**config.mk**
```make
export PLATFORM = sky130hd
export DESIGN_NAME = sliding_window_median_unit
export DESIGN_NICKNAME = d
export VERILOG_FILES = /design/src/swm_pkg.sv /design/src/sliding_window_median_unit.sv /design/src/swm_cell.sv /design/src/swm_tap_sum.sv
export SDC_FILE = /design/constraint.sdc
export NUM_CORES = 2
export LEC_CHECK = 0
export ABC_AREA = 1
export BUFFER_PORTS_ARGS = -buffer_cell sky130_fd_sc_hd__buf_2
export CAP_MARGIN = 25
export CORE_MARGIN = 5
export CORE_UTILIZATION = 45
export DETAILED_ROUTE_END_ITERATION = 7
export GPL_TIMING_DRIVEN = 0
export PLACE_DENSITY_LB_ADDON = 0.08
export REMOVE_ABC_BUFFERS = 1
export SKIP_LAST_GASP = 1
export SLEW_MARGIN = 20
export SYNTH_ARGS = -nofsm -noshare
export SYNTH_HDL_FRONTEND = slang
export SYNTH_SLANG_ARGS = --single-unit
```
**constraint.sdc**
```tcl
create_clock -name clock -period 29.4 [get_ports clock]
set_input_delay 5.88 -clock clock [delete_from_list [all_inputs] [get_ports clock]]
set_output_delay 5.88 -clock clock [all_outputs]
set_load 0.01 [all_outputs]
```
**src/swm_pkg.sv**
```systemverilog
// ----------------------------------------------------------------------------
// swm_pkg
// shared widths, types and constants of the sliding window median unit
// ----------------------------------------------------------------------------
package swm_pkg;

   localparam int MAX_WINDOW   = 32;
   localparam int SAMPLE_BITS  = 16;
   localparam int MED_BITS     = SAMPLE_BITS + 1;
   localparam int IDX_BITS     = $clog2(MAX_WINDOW);
   localparam int CNT_BITS     = $clog2(MAX_WINDOW + 1);
   localparam int CFG_BITS     = 6;
   localparam int RESET_WINDOW = 3;

   typedef logic signed [SAMPLE_BITS-1:0] sample_type;
   typedef logic signed [MED_BITS-1:0]    med_type;
   typedef logic [IDX_BITS-1:0]           age_type;
   typedef logic [CNT_BITS-1:0]           cnt_type;
   typedef logic [CFG_BITS-1:0]           cfg_type;

   // one sorted entry: value and its age in beats
   typedef struct packed {
      sample_type value;
      age_type    age;
   } entry_type;

   // common control for all cells
   typedef struct packed {
      logic    upd;
      logic    full;
      age_type age_top;
   } cell_ctl_type;

   // left to right link between neighbor cells
   typedef struct packed {
      logic      removed;
      logic      keep_left;
      entry_type ent;
   } link_type;

endpackage

```
**src/sliding_window_median_unit.sv**
```systemverilog
// ----------------------------------------------------------------------------
// sliding_window_median_unit
// running median of the last k signed samples, reported as twice the median
// ----------------------------------------------------------------------------
//
//   channel   ports                                   direction  beat
//   request   req_valid/ready, sample, start_of_seq   in         one sample
//   response  rsp_valid/ready, median_times_two       out        one median
//   csr       csr_wr_en, csr_wr_data                  in         window size
//
// one sample beat per clock while req_ready is high; the whole cell row
// compares and shifts in the accepting cycle, the median is taken from the
// row into the output register once that register is free
// reset sets the window size to 3 and empties the window
// the cells keep one pending median while the output register holds another;
// req_ready drops only when both are occupied and rsp_ready is low
// a csr write empties the window
// ----------------------------------------------------------------------------
module sliding_window_median_unit (
   input  logic                   clock,
   input  logic                   reset,
   input  logic                   req_valid,
   output logic                   req_ready,
   input  swm_pkg::sample_type    req_sample,
   input  logic                   req_start_of_sequence,
   output logic                   rsp_valid,
   input  logic                   rsp_ready,
   output swm_pkg::med_type       rsp_median_times_two,
   input  logic                   csr_wr_en,
   input  swm_pkg::cfg_type       csr_wr_data
);
   import swm_pkg::*;

   // window size register and fill state
   cfg_type   win_ff;
   cfg_type   win_in;
   cnt_type   fill_ff;
   cnt_type   fill_in;
   logic      pend_ff;
   logic      pend_in;
   logic      rsp_valid_ff;
   logic      rsp_valid_in;
   med_type   rsp_med_ff;

   cnt_type      k;
   cnt_type      fill_eff;
   cnt_type      n_kept;
   logic         full;
   logic         emit;
   logic         out_free;
   logic         move;
   logic         accept;
   cell_ctl_type ctl;
   med_type      med;

   entry_type cur     [MAX_WINDOW];
   link_type  links   [MAX_WINDOW+1];
   entry_type right   [MAX_WINDOW];
   logic      in_win  [MAX_WINDOW];
   logic      live    [MAX_WINDOW];

   // window size zero acts as one, oversize saturates
   function automatic cnt_type eff_window(input cfg_type w);
      cnt_type r;
      if (w == '0) begin
         r = cnt_type'(1);
      end else if (int'(w) > MAX_WINDOW) begin
         r = cnt_type'(MAX_WINDOW);
      end else begin
         r = cnt_type'(w);
      end
      return r;
   endfunction

   assign k = eff_window(win_ff);

   // handshake
   assign out_free  = !rsp_valid_ff || rsp_ready;
   assign move      = pend_ff && out_free;
   assign req_ready = !pend_ff || out_free;
   assign accept    = req_valid && req_ready;

   // start of sequence empties the window before the sample goes in
   assign fill_eff = req_start_of_sequence ? '0 : fill_ff;
   assign full     = (fill_eff == k);
   assign n_kept   = full ? (k - cnt_type'(1)) : fill_eff;
   assign emit     = full || ((fill_eff + cnt_type'(1)) == k);

   assign ctl.upd     = accept;
   assign ctl.full    = full;
   assign ctl.age_top = age_type'(k - cnt_type'(1));

   // leftmost cell sees an always smaller neighbor and no removal
   assign links[0].removed   = 1'b0;
   assign links[0].keep_left = 1'b1;
   assign links[0].ent       = '0;

   for (genvar i = 0; i < MAX_WINDOW; i++) begin : g_cell
      assign in_win[i] = (cnt_type'(i) < fill_eff);
      assign live[i]   = (cnt_type'(i) < n_kept);
      if (i == MAX_WINDOW - 1) begin : g_last
         assign right[i] = cur[i];
      end else begin : g_mid
         assign right[i] = cur[i+1];
      end

      swm_cell u_cell (
         .clock     (clock),
         .ctl       (ctl),
         .in_window (in_win[i]),
         .live      (live[i]),
         .sample    (req_sample),
         .link_in   (links[i]),
         .right_cur (right[i]),
         .link_out  (links[i+1]),
         .cur       (cur[i])
      );
   end

   // median of the row as it stands before this edge's update
   swm_tap_sum u_tap (
      .cells (cur),
      .k     (k),
      .med   (med)
   );

   always_comb begin
      win_in  = win_ff;
      fill_in = fill_ff;
      if (csr_wr_en) begin
         win_in  = csr_wr_data;
         fill_in = '0;
      end else if (accept) begin
         fill_in = full ? k : (fill_eff + cnt_type'(1));
      end
   end

   always_comb begin
      if (accept) begin
         pend_in = emit;
      end else if (move) begin
         pend_in = 1'b0;
      end else begin
         pend_in = pend_ff;
      end
      if (move) begin
         rsp_valid_in = 1'b1;
      end else if (rsp_ready) begin
         rsp_valid_in = 1'b0;
      end else begin
         rsp_valid_in = rsp_valid_ff;
      end
   end

   always_ff @(posedge clock) begin
      if (reset) begin
         win_ff       <= cfg_type'(RESET_WINDOW);
         fill_ff      <= '0;
         pend_ff      <= 1'b0;
         rsp_valid_ff <= 1'b0;
      end else begin
         win_ff       <= win_in;
         fill_ff      <= fill_in;
         pend_ff      <= pend_in;
         rsp_valid_ff <= rsp_valid_in;
      end
   end

   // output payload, no reset needed
   always_ff @(posedge clock) begin
      if (move) begin
         rsp_med_ff <= med;
      end
   end

   assign rsp_valid            = rsp_valid_ff;
   assign rsp_median_times_two = rsp_med_ff;

endmodule

```
**src/swm_cell.sv**
```systemverilog
// ----------------------------------------------------------------------------
// swm_cell
// one slot of the sorted window: drops the oldest entry, inserts the new sample
// ----------------------------------------------------------------------------
module swm_cell (
   input  logic                 clock,
   input  swm_pkg::cell_ctl_type ctl,
   input  logic                 in_window,
   input  logic                 live,
   input  swm_pkg::sample_type  sample,
   input  swm_pkg::link_type    link_in,
   input  swm_pkg::entry_type   right_cur,
   output swm_pkg::link_type    link_out,
   output swm_pkg::entry_type   cur
);
   import swm_pkg::*;

   entry_type ent_ff;
   entry_type ent_in;
   entry_type packed_ent;
   logic      rm;
   logic      removed;
   logic      keep_left;

   // this cell holds the oldest sample of a full window
   assign rm      = ctl.full && in_window && (ent_ff.age == ctl.age_top);
   assign removed = link_in.removed || rm;

   // entry at this place once the oldest is gone
   assign packed_ent = removed ? right_cur : ent_ff;
   assign keep_left  = live && (packed_ent.value <= sample);

   always_comb begin
      if (keep_left) begin
         ent_in.value = packed_ent.value;
         ent_in.age   = packed_ent.age + age_type'(1);
      end else if (link_in.keep_left) begin
         ent_in.value = sample;
         ent_in.age   = '0;
      end else begin
         ent_in.value = link_in.ent.value;
         ent_in.age   = link_in.ent.age + age_type'(1);
      end
   end

   always_ff @(posedge clock) begin
      if (ctl.upd) begin
         ent_ff <= ent_in;
      end
   end

   assign link_out.removed   = removed;
   assign link_out.keep_left = keep_left;
   assign link_out.ent       = packed_ent;
   assign cur                = ent_ff;

endmodule

```
**src/swm_tap_sum.sv**
```systemverilog
// ----------------------------------------------------------------------------
// swm_tap_sum
// picks the middle entries of the sorted row and forms twice the median
// ----------------------------------------------------------------------------
module swm_tap_sum (
   input  swm_pkg::entry_type cells [swm_pkg::MAX_WINDOW],
   input  swm_pkg::cnt_type   k,
   output swm_pkg::med_type   med
);
   import swm_pkg::*;

   cnt_type    half;
   age_type    hi_idx;
   age_type    lo_idx;
   sample_type hi_val;
   sample_type lo_val;
   sample_type a_val;

   assign half   = k >> 1;
   assign hi_idx = half[IDX_BITS-1:0];
   assign lo_idx = hi_idx - age_type'(1);
   assign hi_val = cells[hi_idx].value;
   assign lo_val = cells[lo_idx].value;

   // odd window doubles the middle, even window adds the two middles
   assign a_val = k[0] ? hi_val : lo_val;
   assign med   = med_type'(a_val) + med_type'(hi_val);

endmodule

```
==> out/metrics.csv <==
metric,value,unit
p_per_area,64.5,nW/µm²
nFillCells,13800,
drc_errors,0,
vias,62200,
path_clk_slew,0.06,ns
post_cts_resize_count,0,
synth_seq_cells,703,
clock-sinks,703,
gp_congestion,0.910,
antenna_found_initial,5,
antenna_left,0,
grt_overflow,0,
ioPinCount,47,
hold_path.class,register to register,
worstPathMaxFanout,43,
power.leakage,28.5,nW
fmax,0.0480,GHz
fin_ws,8.56,ns
setup-violations-final,0,
critPathArrivalTime,21.33,ns
p_seq_frac,0.347,
min_period_over_period,0.709,
fp.dieArea,146000,µm²
startpoint_type,input pin,
crit_type,input pin to register,
num_rows,136,
drt_first_pass_iters,5,
finalMaxSlewViolations,0,
max_cap_violations,0,
ys_seq_area_frac,0.336,
rsz0062_at_grt,no,
grt_pass1_vias,59200,
cts_max_level,3,
synth.distinct_cells,69,
outcome,"complete, no violations",
drive_above_1_share,0.0500,
cts_buffer_depth,3,
hold_depth,2,
cts_hold_buffers,0,
dp_slack,6.34,ns
fin_crit,20.84,ns
comb_power_share,0.386,
slowest_stage,nor2_4,
p_int,2.62,mW
vias_per_cell,6.15,
ir_drop,0.0449,mV
drt-wirelength-per-cell,23.8,µm
post_cts_buffers,0,
drt_iter0_drc,6365,
numCtsBuffers,95,
worstMarginPinSlew,1.21,ns
track_usage,0.315,
area_growth,8.80,%
synth_edf_count,689,
die_w,383,µm
relSlewSlack,0.181,
syn_area_per_cell,7.33,µm²
dp_hpwl,168000,µm
port_buffers,46,
cpPeakStageDelay,1.03,ns
initial_core_util,0.454,
grt_pass1_wl,356000,µm
async_reset_ff_frac,0,
hold_viol_final,0,
routed_wirelength,240000,µm
synthFlopType,edfxtp_1,
synth_cells,8524,
clock_latency,0.74,ns
sw_frac_of_total,0.401,
cts_tree,built,
required,29.89,ns
whs,0.489,ns
placed_area,64700,µm²
finalClockSkew,0.0292,ns
p_sw,1.76,mW
core,138000,µm²
pwr-share-clk,0.267,
endpoint_kind,register,
nNetsFinal,8837,
r2r_cells,52,
grt_max_degree,127,
fp.dieH,383,µm
final_cell_area,67900,µm²
yosys_warnings,0,
synth.cell_area,62400,µm²
cts-root-buf,clkbuf_16,
## flip-flops by register name, summed over array words and instances (netlist names)
register              cells
win_ff                    6
fill_ff                   6
g_cell.u_cell.cur       672
rsp_median_times_two     17
rsp_valid                 1
pend_ff                   1
## layer usage
layer	share of wire	vias up	wire (µm)	GRT usage
met5	0	-	0	0
met4	0.046	0	11200	0.134
met3	0.079	551	19000	0.0464
met2	0.47	2661	112000	0.524
met1	0.41	29700	98000	0.409
li1	-	29300	-	-
## Yosys cell counts, drive strengths merged, types with 5 or more instances
cell type  count  share of area
nand2       1723           0.10
o21ai       1543           0.12
inv          819          0.049
nor2         767          0.048
edfxtp       689           0.33
a21oi        609          0.049
ha           563           0.11
clkbuf       395          0.024
nand3        323          0.026
o22ai        199          0.020
xor2         144          0.020
buf          108         0.0079
o211ai        92          0.011
nand4         88          0.011
nor3          54         0.0043
a221oi        49         0.0069
xnor2         43         0.0060
o21a          28         0.0034
o221ai        28         0.0039
a211oi        25         0.0030
nor4          24         0.0024
o21bai        24         0.0029
a31oi         17         0.0017
o221a         15         0.0027
dfxtp         14         0.0045
a221o         13         0.0021
clkinv        12        0.00072
o311ai        11         0.0015
a21o          10         0.0012
a22oi         10         0.0012
o2111ai       10         0.0014
o41ai          9         0.0013
a2111oi        8         0.0011
nand3b         6        0.00072
or2            6        0.00060
o211a          5        0.00080
o31ai          5        0.00060
## final cells by class
class                      instances  area, µm²  area share
multi-input combinational       6487      36600       0.538
sequential                       703      21000       0.309
inverter                         831       3190      0.0469
clock buffer                     118       2510      0.0370
tap                             1794       2240      0.0330
timing repair buffer             127       1970      0.0290
clock inverter                    58        493     0.00726
antenna                            3       7.51    0.000110
## cells in the final DEF (no fill, tap or decap), drive strengths merged, types with 119 or more instances in the layout
cell type  instances
a21oi            609
edfxtp           689
nor2             767
inv              823
nand3            323
nand2           1723
ha               563
clkbuf           119
o22ai            199
o21ai           1543
buf              126
xor2             144
## power by group through the flow
stage / registers (mW) / clock network (mW) / logic, mW
2_1_floorplan: 1.51 / 0 / 1.12
3_3_place_gp: 1.57 / 0 / 1.58
3_5_place_dp: 1.54 / 0 / 1.65
4_1_cts: 1.52 / 1.18 / 1.66
5_1_grt: 1.54 / 1.22 / 1.88
6_report: 1.52 / 1.17 / 1.69
## cells by family (layout without fill, tap and decap cells)
group                    after synthesis  after routing  synth area share
AO/OA/AOI/OAI                       2733           2733             0.243
XOR/XNOR                             187            187            0.0262
adder cells (fa/ha/maj)              564            564             0.113
buffers and inverters               1334           1134            0.0816
flip-flops                           703            703             0.336
multiplexers                           6              6           0.00100
other                                  0              3                 0
AND/OR/NAND/NOR                     2997           2997             0.199
## critical path, delay by kind of cell
| kind | cells | cell delay [ns] |
|---|---|---|
| compound gates | 6 | 0.88 |
| fa+ha+maj | 2 | 0.75 |
| simple gates | 31 | 11.62 |
| buf+inv | 10 | 2.09 |
## worst paths after layout
path,start,to,slack [ns]
setup / recovery,req_start_of_sequence,g_cell[30].u_cell.cur[2]$_DFFE_PP_,8.56
setup reg to reg,win_ff[1]$_SDFFE_PP1P_,g_cell[30].u_cell.cur[2]$_DFFE_PP_,10.96
hold / removal,fill_ff[4]$_SDFFE_PP0P_,fill_ff[4]$_SDFFE_PP0P_,0.49
hold reg to reg,fill_ff[4]$_SDFFE_PP0P_,fill_ff[4]$_SDFFE_PP0P_,0.49
## per-stage QoR
| stage | TNS, ns | cells | util | power [mW] |
|---|---|---|---|---|
| finish | 0 | 10100 | 0.494 | 4.38 |
| global placement | -505.22 | 9861 | 0.457 | 3.15 |
| detailed placement | 0 | 9929 | 0.470 | 3.19 |
| floorplan | 0 | 8021 | - | 2.64 |
| CTS | 0 | 10100 | 0.492 | 4.36 |
| global route | 0 | 10100 | 0.493 | 4.64 |
No activity file was read; power rests on OpenSTA's default activity.
